### src/hw/rtl/svpwm_pkg.sv
// Shared types and constants of the space vector PWM duty pipeline.
package svpwm_pkg;

    localparam int IN_W   = 16;  // Q2.14 input component
    localparam int SQ_W   = 32;  // squared length, Q4.28
    localparam int RAD_W  = 48;  // radicand, Q4.44
    localparam int ROOT_W = 24;  // vector length, Q22
    localparam int NUM_W  = 39;  // dividend: |component| * sqrt3/2 * 4
    localparam int QUO_W  = 17;  // scaled component magnitude, Q16
    localparam int VEC_W  = 18;  // signed component, Q16
    localparam int PROD_W = 36;  // component times 1/sqrt3 or 2/sqrt3
    localparam int COMP_W = 20;  // a, b, c, x, y
    localparam int SUM_W  = 22;  // x + y, z, half z
    localparam int DSUM_W = 23;  // unrounded duty, Q16
    localparam int DUTY_W = 16;  // output duty, Q1.15

    localparam logic [SQ_W-1:0]           LIMIT_SQ_Q28      = 32'd201326592;
    localparam logic [NUM_W-1:0]          HALF_SQRT3_X4_Q22 = 39'd14529496;
    localparam logic signed [PROD_W-1:0]  INV_SQRT3_Q16     = 36'sd37837;
    localparam logic signed [PROD_W-1:0]  TWO_INV_SQRT3_Q16 = 36'sd75674;
    localparam logic signed [PROD_W-1:0]  ROUND_Q16         = 36'sd32768;
    localparam logic signed [SUM_W-1:0]   ONE_Q16           = 22'sd65536;
    localparam logic signed [DSUM_W-1:0]  DUTY_ONE_Q15      = 23'sd32768;

    typedef logic [2:0] sector_t;
    localparam sector_t SECTOR_1 = 3'd1;
    localparam sector_t SECTOR_2 = 3'd2;
    localparam sector_t SECTOR_3 = 3'd3;
    localparam sector_t SECTOR_4 = 3'd4;
    localparam sector_t SECTOR_5 = 3'd5;
    localparam sector_t SECTOR_6 = 3'd6;

    // Request fields carried alongside the arithmetic.
    typedef struct packed {
        logic signed [IN_W-1:0] alpha;
        logic signed [IN_W-1:0] beta;
        logic                   limited;
    } side_t;

endpackage

### src/hw/rtl/svpwm_div.sv
// Pipelined restoring divider, two dividends over one shared divisor.
module svpwm_div (
    input  logic                           aclk,
    input  logic                           aresetn,
    input  logic                           pipe_en,
    input  logic                           in_valid,
    input  svpwm_pkg::side_t               in_side,
    input  logic [svpwm_pkg::ROOT_W-1:0]   in_len,
    input  logic [svpwm_pkg::NUM_W-1:0]    in_num_a,
    input  logic [svpwm_pkg::NUM_W-1:0]    in_num_b,
    output logic                           out_valid,
    output svpwm_pkg::side_t               out_side,
    output logic [svpwm_pkg::QUO_W-1:0]    out_quo_a,
    output logic [svpwm_pkg::QUO_W-1:0]    out_quo_b
);

    localparam int STAGES = svpwm_pkg::QUO_W;
    localparam int LW     = svpwm_pkg::ROOT_W;
    localparam int NW     = svpwm_pkg::NUM_W;

    logic             vld_reg  [STAGES];
    svpwm_pkg::side_t side_reg [STAGES];
    logic [LW-1:0]    len_reg  [STAGES];
    logic [NW-1:0]    num_reg  [STAGES][2];
    logic [LW-1:0]    rem_reg  [STAGES][2];
    logic [STAGES-1:0] quo_reg [STAGES][2];

    for (genvar k = 0; k < STAGES; k++) begin : g_stage
        logic              vld_in;
        svpwm_pkg::side_t  side_in;
        logic [LW-1:0]     len_in;
        logic [NW-1:0]     num_in  [2];
        logic [LW-1:0]     rem_in  [2];
        logic [STAGES-1:0] quo_in  [2];
        logic [LW-1:0]     rem_next [2];
        logic [STAGES-1:0] quo_next [2];

        if (k == 0) begin : g_first
            assign vld_in    = in_valid;
            assign side_in   = in_side;
            assign len_in    = in_len;
            assign num_in[0] = in_num_a;
            assign num_in[1] = in_num_b;
            assign rem_in[0] = LW'(in_num_a[NW-1:STAGES]);
            assign rem_in[1] = LW'(in_num_b[NW-1:STAGES]);
            assign quo_in[0] = '0;
            assign quo_in[1] = '0;
        end else begin : g_next
            assign vld_in    = vld_reg[k-1];
            assign side_in   = side_reg[k-1];
            assign len_in    = len_reg[k-1];
            assign num_in[0] = num_reg[k-1][0];
            assign num_in[1] = num_reg[k-1][1];
            assign rem_in[0] = rem_reg[k-1][0];
            assign rem_in[1] = rem_reg[k-1][1];
            assign quo_in[0] = quo_reg[k-1][0];
            assign quo_in[1] = quo_reg[k-1][1];
        end

        for (genvar l = 0; l < 2; l++) begin : g_lane
            logic [LW:0] trial;
            logic        ge;
            assign trial = {rem_in[l], num_in[l][STAGES-1-k]};
            assign ge    = (trial >= {1'b0, len_in});

            always_comb begin
                if (ge) begin
                    rem_next[l] = LW'(trial - {1'b0, len_in});
                end else begin
                    rem_next[l] = trial[LW-1:0];
                end
                quo_next[l] = {quo_in[l][STAGES-2:0], ge};
            end
        end

        always_ff @(posedge aclk) begin
            if (!aresetn) begin
                vld_reg[k] <= 1'b0;
            end else if (pipe_en) begin
                vld_reg[k] <= vld_in;
            end
        end

        always_ff @(posedge aclk) begin
            if (pipe_en) begin
                side_reg[k]   <= side_in;
                len_reg[k]    <= len_in;
                num_reg[k][0] <= num_in[0];
                num_reg[k][1] <= num_in[1];
                rem_reg[k][0] <= rem_next[0];
                rem_reg[k][1] <= rem_next[1];
                quo_reg[k][0] <= quo_next[0];
                quo_reg[k][1] <= quo_next[1];
            end
        end
    end

    assign out_valid = vld_reg[STAGES-1];
    assign out_side  = side_reg[STAGES-1];
    assign out_quo_a = quo_reg[STAGES-1][0];
    assign out_quo_b = quo_reg[STAGES-1][1];

endmodule

### config.mk
export PLATFORM = sky130hd
export DESIGN_NAME = svpwm_div
export DESIGN_NICKNAME = d
export VERILOG_FILES = /design/src/hw/rtl/svpwm_pkg.sv /design/src/hw/rtl/svpwm_div.sv
export SDC_FILE = /design/constraint.sdc
export NUM_CORES = 2
export LEC_CHECK = 0
export ABC_CLOCK_PERIOD_IN_PS = 3750
export BUFFER_PORTS_ARGS = -buffer_cell sky130_fd_sc_hd__buf_4
export CORE_ASPECT_RATIO = 0.5
export CORE_MARGIN = 2
export CORE_UTILIZATION = 47
export DETAILED_ROUTE_END_ITERATION = 7
export GPL_TIMING_DRIVEN = 0
export PLACE_DENSITY = 0.66
export SYNTH_ARGS = -nofsm -noshare
export SYNTH_HDL_FRONTEND = slang
export SYNTH_SLANG_ARGS = --single-unit
export TNS_END_PERCENT = 50
### constraint.sdc
create_clock -name aclk -period 3.75 [get_ports aclk]
set_input_delay 0.1875 -clock aclk [delete_from_list [all_inputs] [get_ports aclk]]
set_output_delay 0.1875 -clock aclk [all_outputs]
set_load 0.01 [all_outputs]
==> flow_metrics.tcl <==
set metrics [dict create \
    status "finished with violations" \
    violations "hold timing, setup timing" \
    final_util_pct 54.48 \
    worstSkewPairLatency_ps 880 \
    syn_area_um2 116700 \
    syn-num-nets 9994 \
    synth.area.top_cells "edfxtp_1, ha_1, mux2_2" \
    rsz0062_at_grt "yes" \
    maxSlewViolCount 0 \
    finalPower_mw 110.6 \
    r2r_start "rem_reg[4][24]" \
    row_count 129 \
    cp_max_fo 6 \
    cts_inserted_buffers 218 \
    cap_viol_max_count 0 \
    n_antenna_cell 0 \
    largest_reg_flops 768 \
    synthTopCellsByCount "edfxtp_1, ha_1, a21oi_1" \
    worstPathCellList "ha_4 > nor2b_4 > o31a_1 > o31ai_4 > a41o_1 > o221ai_2 > a221o_1 > a31oi_2 > o21ai_1 > a211o_1 > buf_8 > buf_12 > mux2_4" \
    crit_path_end_kind "flip-flop" \
    syn_to_final_growth_pct 15.32 \
    path_class "flip-flop to flip-flop" \
    hold_end "len_reg[0][0]" \
    grt_max_degree 195 \
    antenna_found_initial 0 \
    wl_per_cell_um 18.90 \
    p_leak_nw 52.60 \
    gr-total-overflow 0 \
    drtPass1Iterations 5 \
    grt_usage_pct 19.27 \
    synth_compound_area_share_pct 11.29 \
    clk_pin_slew_ps 60 \
    instances_no_fill 13260 \
    synth_top_area_cell "edfxtp_1" \
    cp-start-kind "flip-flop" \
    yosys.area_share.simple_pct 7.624 \
    cts_tree "built" \
    fin_hold_ws_ps -424.6 \
    reg2reg_setup_slack_ps -10 \
    pre_cts_slack_ps -1431 \
    synth_adder_area_share_pct 9.273 \
    finalSetupViolations 6 \
    slew_headroom_pct 26.32 \
    synth_top_area_share_pct 59.34 \
    min_period_over_period_pct 100.3 \
    start_util_pct 47.24 \
    critical-path-slowest-cell "edfxtp_1" \
    grt_pass1_vias 71110 \
    crit_arrival_ps 4340 \
    hold_viol_final 5 \
    syn_area_per_cell_um2 12.96 \
    synth_most_common_cell "edfxtp_1" \
    synth_ff_type "edfxtp_1" \
    grt_pass1_wl_um 383300 \
    fmax_mhz 265.8 \
    nets 10740 \
    clock_path_buffers 4 \
    slowest_delay_ps 450 \
    worst_pin_slew_ps 1105 \
    io_buffers 206 \
    cts_sinks 2308 \
    regArea_um2 69300 \
    setup_ws_ps -12.67 \
    min_path_type "primary input to flip-flop" \
    yosys_warnings 0 \
    antenna_left 0 \
    hp-start "in_len[0]" \
    async_reset_ff_share_pct 0 \
    power_density_nw_per_um2 821.6 \
    r2r-end "rem_reg[5][36]" \
    synth_seq_cells 2308 \
    die_h_um 356.4 \
    fillers 20720 \
    rr_worst_depth 13 \
    drtIter0Drc 4100 \
    wirelength_um 250700 \
    gp_congestion 0.9265 \
    cts-root-buf "clkbuf_16" \
    multiInputGateArea_um2 45640 \
    crit_required_ps 4320 \
    dp_cells 12570 \
    viasPerCell 5.327 \
    h-tree-depth 4 \
    synth.distinct_cells 93 \
    core_um2 247100 \
    dieArea_um2 252600 \
    dp_hpwl_um 187700 \
    clock_skew_ps 62.66 \
    post-route-cell-area_um2 134600 \
    min_period_ps 3763 \
    synth_top_family_by_area "compound AO/OA/AOI/OAI gates" \
    seq_area_frac_synth_pct 59.36 \
    drc 0 \
    synth_xor_area_share_pct 4.622 \
    placed_cell_area_um2 122800 \
    die_w_um 708.8 \
    ir_drop_mv 0.4107 \
    synth_edf_count 2307 \
    num_vias 70660 \
    synth_cells 9009 \
    synthMuxAreaShare_pct 5.165 \
    drive_above_1_share_pct 14.57 \
    io_pins 207 \
    hold_depth 1 \
]
==> stage by stage <==
step / TNS, ps / hold slack [ps]
5_1_grt: -1502 / -496.6
2_1_floorplan: 0 / 286.4
6_report: -35.49 / -424.6
4_1_cts: -885.6 / -513.3
3_3_place_gp: - / 365.3
3_5_place_dp: -1296790 / 366.8
==> per-layer routing <==
layer  global-route usage, %  vias to the layer above  routed length (µm)
li1                        -                    35420                   -
met1                   22.52                    33560              104000
met2                   35.37                     1137              127100
met3                   2.473                      541                7187
met4                   8.849                        0               12320
met5                       0                        -                   0
==> cell usage in the layout (no fill, tap or decap), types with 89 or more instances in the layout <==
cell type         n
mux2_2          442
clkbuf_16       220
nor2b_1         123
nor3_1          123
nand2_1         401
nor2_1          510
xor2_1          199
a21oi_1         659
inv_1           642
xnor2_1         417
a21o_1          327
nand2b_1        115
edfxtp_1       2307
o21ai_0         375
nand4_1         125
buf_4           323
clkbuf_1         89
dlygate4sd3_1   203
nand3_1         135
ha_1            791
o21a_1          103
==> logic make-up after synthesis <==
family | count (synthesis)
DFF | 2308
xor gates and xnor gates | 616
muxes | 533
adders and majority gates | 846
AOI/OAI and AO/OA | 2074
buffers and inverters | 806
and+or+nand+nor | 1826
==> worst max-delay path by stage <==
stage,start,to,slack [ps]
after floorplan,len_reg[0][193],rem_reg[9][10],220
after global placement,pipe_en,quo_reg[0][0],-18460
after detailed placement,len_reg[0][1],rem_reg[1][46],-1430
after CTS,rem_reg[4][24],rem_reg[5][34],-90
after global routing,len_reg[0][97],rem_reg[5][36],-110
final,rem_reg[4][24],rem_reg[5][36],-10
==> worst max-delay path, delay by kind of cell (launching register included) <==
family	cells	cell delay, ps
AOI/OAI and AO/OA	8	1980
adders and majority gates	1	280
and+or+nand+nor	1	120
buffers and inverters	2	310
DFF	1	450
muxes	1	290
==> final cells by class <==
class | instances | share of cell area [%]
plain buffers | 144 | 0.6711
clock buffers | 259 | 4.235
clock inverters | 129 | 1.047
inverters | 651 | 1.826
multi-input cells | 5895 | 33.90
flip-flops and latches | 2308 | 51.48
well taps | 3340 | 3.104
repair buffers | 537 | 3.736
==> timing repair <==
action	in CTS	in global routing
gates resized for setup	274	130
setup endpoints to repair	1238	534
pin swaps	52	41
endpoints found under the hold margin	288	7
hold buffers	201	3
gates cloned	3	0
setup buffers	84	27
==> where the power goes <==
group,internal (mW),leakage (nW),total [mW],switching [mW]
registers,36.7,22.6,39.7,3.02
clock network,12.8,3.48,22.2,9.49
logic,22.6,26.6,48.7,26.1
Power figures use the tool's default switching activity.
