File: src/hw/rtl/svpwm_pkg.sv
// Shared types and constants of the space vector PWM duty pipeline.
package svpwm_pkg;

    localparam int IN_W   = 16;  // Q2.14 input component
    localparam int SQ_W   = 32;  // squared length, Q4.28
    localparam int RAD_W  = 48;  // radicand, Q4.44
    localparam int ROOT_W = 24;  // vector length, Q22
    localparam int NUM_W  = 39;  // dividend: |component| * sqrt3/2 * 4
    localparam int QUO_W  = 17;  // scaled component magnitude, Q16
    localparam int VEC_W  = 18;  // signed component, Q16
    localparam int PROD_W = 36;  // component times 1/sqrt3 or 2/sqrt3
    localparam int COMP_W = 20;  // a, b, c, x, y
    localparam int SUM_W  = 22;  // x + y, z, half z
    localparam int DSUM_W = 23;  // unrounded duty, Q16
    localparam int DUTY_W = 16;  // output duty, Q1.15

    localparam logic [SQ_W-1:0]           LIMIT_SQ_Q28      = 32'd201326592;
    localparam logic [NUM_W-1:0]          HALF_SQRT3_X4_Q22 = 39'd14529496;
    localparam logic signed [PROD_W-1:0]  INV_SQRT3_Q16     = 36'sd37837;
    localparam logic signed [PROD_W-1:0]  TWO_INV_SQRT3_Q16 = 36'sd75674;
    localparam logic signed [PROD_W-1:0]  ROUND_Q16         = 36'sd32768;
    localparam logic signed [SUM_W-1:0]   ONE_Q16           = 22'sd65536;
    localparam logic signed [DSUM_W-1:0]  DUTY_ONE_Q15      = 23'sd32768;

    typedef logic [2:0] sector_t;
    localparam sector_t SECTOR_1 = 3'd1;
    localparam sector_t SECTOR_2 = 3'd2;
    localparam sector_t SECTOR_3 = 3'd3;
    localparam sector_t SECTOR_4 = 3'd4;
    localparam sector_t SECTOR_5 = 3'd5;
    localparam sector_t SECTOR_6 = 3'd6;

    // Request fields carried alongside the arithmetic.
    typedef struct packed {
        logic signed [IN_W-1:0] alpha;
        logic signed [IN_W-1:0] beta;
        logic                   limited;
    } side_t;

endpackage

File: src/hw/rtl/svpwm_isqrt.sv
// Pipelined integer square root, one result bit per stage.
module svpwm_isqrt (
    input  logic                           aclk,
    input  logic                           aresetn,
    input  logic                           pipe_en,
    input  logic                           in_valid,
    input  svpwm_pkg::side_t               in_side,
    input  logic [svpwm_pkg::RAD_W-1:0]    in_rad,
    output logic                           out_valid,
    output svpwm_pkg::side_t               out_side,
    output logic [svpwm_pkg::ROOT_W-1:0]   out_root
);

    localparam int STAGES = svpwm_pkg::ROOT_W;
    localparam int RW     = svpwm_pkg::RAD_W;

    logic             vld_reg  [STAGES];
    svpwm_pkg::side_t side_reg [STAGES];
    logic [RW-1:0]    rem_reg  [STAGES];
    logic [RW-1:0]    res_reg  [STAGES];

    for (genvar k = 0; k < STAGES; k++) begin : g_stage
        localparam logic [RW-1:0] BIT = {{(RW-1){1'b0}}, 1'b1} << (2 * (STAGES - 1 - k));
        logic             vld_in;
        svpwm_pkg::side_t side_in;
        logic [RW-1:0]    rem_in, res_in, trial, rem_next, res_next;

        if (k == 0) begin : g_first
            assign vld_in  = in_valid;
            assign side_in = in_side;
            assign rem_in  = in_rad;
            assign res_in  = '0;
        end else begin : g_next
            assign vld_in  = vld_reg[k-1];
            assign side_in = side_reg[k-1];
            assign rem_in  = rem_reg[k-1];
            assign res_in  = res_reg[k-1];
        end

        assign trial = res_in + BIT;

        always_comb begin
            if (rem_in >= trial) begin
                rem_next = rem_in - trial;
                res_next = (res_in >> 1) + BIT;
            end else begin
                rem_next = rem_in;
                res_next = res_in >> 1;
            end
        end

        always_ff @(posedge aclk) begin
            if (!aresetn) begin
                vld_reg[k] <= 1'b0;
            end else if (pipe_en) begin
                vld_reg[k] <= vld_in;
            end
        end

        always_ff @(posedge aclk) begin
            if (pipe_en) begin
                side_reg[k] <= side_in;
                rem_reg[k]  <= rem_next;
                res_reg[k]  <= res_next;
            end
        end
    end

    assign out_valid = vld_reg[STAGES-1];
    assign out_side  = side_reg[STAGES-1];
    assign out_root  = res_reg[STAGES-1][svpwm_pkg::ROOT_W-1:0];

endmodule

File: config.mk
export PLATFORM = sky130hd
export DESIGN_NAME = svpwm_isqrt
export DESIGN_NICKNAME = d
export VERILOG_FILES = /design/src/hw/rtl/svpwm_pkg.sv /design/src/hw/rtl/svpwm_isqrt.sv
export SDC_FILE = /design/constraint.sdc
export NUM_CORES = 2
export LEC_CHECK = 0
export ABC_CLOCK_PERIOD_IN_PS = 4400
export CAP_MARGIN = 15
export CORE_AREA = 10 10 563 565
export DETAILED_ROUTE_END_ITERATION = 16
export DIE_AREA = 0 0 573 575
export DONT_BUFFER_PORTS = 1
export PLACE_DENSITY_LB_ADDON = 0.05
export SYNTH_ARGS = -nofsm -noshare
export SYNTH_HDL_FRONTEND = slang
export SYNTH_SLANG_ARGS = --single-unit
File: constraint.sdc
create_clock -name aclk -period 4.4 [get_ports aclk]
set_input_delay 0.66 -clock aclk [delete_from_list [all_inputs] [get_ports aclk]]
set_output_delay 0.66 -clock aclk [all_outputs]
set_load 0.02 [all_outputs]
==> results by stage <==
Synthesis:
- Synthesis produced between 6000 and 7000 cells.
- sky130_fd_sc_hd__edfxtp_1 takes more of the synthesized area than any other cell.
- A synthesized cell averages approximately 15 um2.
- In the synthesized netlist the async set-or-reset flop fraction comes to 0%.
- In this run the biggest area consumer among cell types represents 72.90% of the synthesized area.
- The post-synth net total is 6465.
- The number of flops mapped to enable cells by yosys is 2219.
- The count of yosys warnings during synthesis is 0.
- The most used flip-flop cell after synthesis is sky130_fd_sc_hd__edfxtp_1.
- By area the synthesized netlist is led by sky130_fd_sc_hd__edfxtp_1, sky130_fd_sc_hd__ha_1, sky130_fd_sc_hd__xnor2_1, sky130_fd_sc_hd__xor2_1, sky130_fd_sc_hd__inv_1.
- Sequential cells were found to cover between 70 and 80% of the synthesized design area.
- Yosys mapped the design onto a little over 90 distinct sky130hd cell types.
- The post-synthesis register bit count is 2220.
- The cell area after synthesis is about 91000 um2.

Timing:
- The total of endpoints with negative setup slack in the final report is 0.
- Dividing the final minimum period by the clock period gives 91.56%.
- The worst pin sits at a relative slew slack of ~7.4%.
- The highest achievable clock rate is roughly 250 MHz.
- The setup clock skew after layout is 55.68 ps.
- Setup repair after global routing left no endpoint under its margin.
- The count of final hold-check violations is 0.
- The total count of max-transition violations in the final report was 0.
- For the pin with the worst max-slew slack, the measured transition is roughly 1400 ps.
- The clock period minus final worst setup slack is just over 4000 ps.

Final layout:
- The flip-flop count of the largest register, all copies and words added is 1104.
- For this run, the post-layout net count is between 6000 and 7000.
- The share of cells above drive strength 1 is 8.116%.
- The share of the core filled with cells in the final layout is 34.75%.
- The top cell types in the final layout, fill and taps aside, are sky130_fd_sc_hd__edfxtp_1, sky130_fd_sc_hd__inv_1, sky130_fd_sc_hd__nor2_1.
- Leaving out fill and tap cells, the most frequent cell in the layout is sky130_fd_sc_hd__edfxtp_1.
- The area of all placed cells without fillers is between 100000 and 150000 um2.
- Relative to the synthesized area, the layout overhead comes to 15.97%.

Worst setup path:
- The cell at the slowest stage of the critical path is sky130_fd_sc_hd__buf_16.
- The buffering stage count on the worst path with inverters included is 5.
- The signal on the critical path passes through buf_16 -> buf_16 -> buf_16 -> buf_16 -> buf_16.
- The peak fanout along the critical path is 240.
- The endpoint of the lowest-slack register-to-register path is rem_reg[2][171].
- The worst flop-to-flop path startpoint is rem_reg[2][106].
- The kind of cell with the highest combined delay along the critical path is buffers and inverters.
- For the worst setup path, the data required time is 4850 ps.
- The largest single stage delay on the critical path is between 700 and 800 ps.
- The worst-case reg-to-reg path depth is 11.
- STA classifies the critical path startpoint as a primary input.
- The class of the most critical setup path is in -> reg.
- The critical path's most frequent cell is sky130_fd_sc_hd__buf_16.
- The setup check on the worst reg-to-reg path leaves a slack of approximately 550 ps.
- The signal arrival time at the worst endpoint is between 4000 and 5000 ps.
- STA classifies the critical path endpoint as a flop.

CTS:
- The clock tree synthesis step divided the H-tree into 5 levels.
- TritonCTS built the clock tree.
- The clock root buffer is sky130_fd_sc_hd__clkbuf_16.
- Gates resized during post-CTS repair numbered 0.
- The number of hold-repair buffers added at the cts stage is ~80.
- After clock tree synthesis, the clock-pin slew on the worst setup and hold paths is roughly 60 ps.
- The post-CTS setup buffer count is 0.
- The number of clock sinks is about 2200.
- The clock latency on the worst-skew pair is 870 ps.
- Buffers inserted during clock tree synthesis total around 270.
- No sink is reached through more buffers than the 4 on the longest clock path.

Floorplan:
- The die outline height is about 580 um.
- The die covers 329500 um2.
- Row generation in the floorplan step produced 203 rows.
- The floorplan die width is about 570 um.
- The initial core utilization is 29.97%.
- For this design the top-level I/O count stands at 143.
- The core region area is between 300000 and 400000 um2.

Routing:
- Using the TritonRoute via totals, the vias-per-cell ratio works out to 4.519.
- In this run the remaining antenna-violating nets after routing total 0.
- The count of vias placed by the detailed router is roughly 48000.
- The detailed-route DRC error count is 0.
- The average wire per standard cell is roughly 17 um.
- The first-pass detailed-route iteration total is 8.
- The final routed wirelength across all metal layers is 185400 um.
- The number of design-rule violations left by the first detailed-router iteration is around 2600.

Place:
- The HPWL after detailed placement is around 130000 um.
- The count of input and output buffers is 0.
- The placement-stage cell area is 97040 um2.
- The congestion estimate from routability-driven global placement came to 0.8199.

Global routing:
- The largest net degree at the start of global routing is about 280.
- The global-route wire length before repair is approximately 300000 um.
- The initial antenna violation count is 3.
- For this run, the total global-route usage over all layers was measured as ~11%.
- The via count of the first global-routing pass is about 50000.
- The global-route congestion overflow total is 0.

Worst hold path:
- The tightest min-delay check is of the in -> reg type.
- The worst hold path begins at in_rad[47].
- Counting instances, the worst hold path has a depth of 2.
- The worst hold path terminates at rem_reg[0][47].

Run:
- The reported max-cap violation count is 0.

Power and ir drop:
- The analysis attributes to cell leakage a power of about 38 nW.
- The worst-case IR drop observed on VDD is 0.3308 mV.
- Dividing total power by cell area gives a power density of between 500 and 600 nW/um2.

Status:
- The flow ran to the end, and the final reports show no timing, DRC or antenna violations.
routing by layer:
metal	GRT usage (%)	share of wire, %	up-vias
met3	1.774	3.5	463
li1	-	-	23640
met1	12.32	40	23470
met4	5.381	5.1	0
met2	19.90	51	771
met5	0	0	-
worst reg2reg max path: stages (launching register included):
cell and delay (ps):
sky130_fd_sc_hd__edfxtp_1 400, sky130_fd_sc_hd__ha_1 360, sky130_fd_sc_hd__nor2b_1 160, sky130_fd_sc_hd__o21ai_0 90, sky130_fd_sc_hd__nand2b_1 170, sky130_fd_sc_hd__a31oi_1 210, sky130_fd_sc_hd__o31ai_1 600, sky130_fd_sc_hd__a21oi_1 260
sky130_fd_sc_hd__o311a_1 510, sky130_fd_sc_hd__inv_1 330, sky130_fd_sc_hd__buf_4 340, sky130_fd_sc_hd__a21oi_1 130
Yosys cell counts, drive strengths merged (28+ instances only):
cell / count
edfxtp: 2219
inv: 396
nor2: 341
ha: 322
nand2: 316
xnor2: 293
a21oi: 292
o21ai: 235
xor2: 193
nor4: 178
nor3: 139
a21o: 113
nand3: 90
clkbuf: 75
nand2b: 72
o21a: 71
nand4: 69
and3: 51
nor2b: 49
or3: 45
mux2: 40
o31ai: 31
a211oi: 29
a31oi: 28
area by class of cell:
| type | instances | area [um2] |
|---|---|---|
| clock inverters | 133 | 922.1 |
| repair buffers | 170 | 1744 |
| multi-input cells | 3340 | 22880 |
| inverters | 396 | 1486 |
| clock buffers | 333 | 7173 |
| diodes | 7 | 17.52 |
| fillers | 29100 | 199000 |
| flip-flops and latches | 2220 | 66650 |
| well taps | 4100 | 5130 |
worst max path at each step:
| stage | startpoint | end | slack, ps | cells past startpoint |
|---|---|---|---|---|
| after detailed placement | pipe_en | rem_reg[2][322] | -410 | 4 |
| after global placement | pipe_en | rem_reg[2][324] | -290 | 4 |
| final | pipe_en | rem_reg[2][319] | 370 | 5 |
| after floorplan | rem_reg[1][306] | rem_reg[1][381] | 1050 | 11 |
| after global routing | pipe_en | rem_reg[2][322] | 80 | 5 |
| after CTS | rem_reg[2][106] | rem_reg[2][170] | 520 | 12 |
stage by stage:
stage / hold slack (ps) / instances / power, mW / worst slack (ps) / setup TNS (ps)
4_1_cts: 17.67 / 10690 / 56.46 / 524.1 / 0
3_3_place_gp: 400.3 / 10140 / 35.23 / -288.7 / -109680
6_report: 98.87 / 10700 / 55.29 / 371.6 / 0
3_5_place_dp: 404.5 / 10140 / 35.31 / -406.2 / -161590
5_1_grt: 47.10 / 10700 / 58.30 / 78.91 / 0
2_1_floorplan: 400.3 / 6058 / 32.43 / 1049 / 0
kinds of logic (layout without fill, tap and decap cells):
group	after synthesis	after routing	synth area share [%]
flops	2220	2220	72.92
other cells	0	7	0
fa+ha+maj	322	322	4.408
compound gates	963	963	6.636
mux	50	50	0.6392
xor+xnor	486	486	4.657
simple gates	1519	1519	8.622
buf+inv	498	1032	2.120
report_power, final:
part | internal (mW) | total [mW] | switching, mW
registers | 26.0 | 27.4 | 1.38
logic | 3.11 | 7.44 | 4.33
clock network | 12.0 | 20.4 | 8.48
Note: power is estimated with default switching activity, not from simulation.
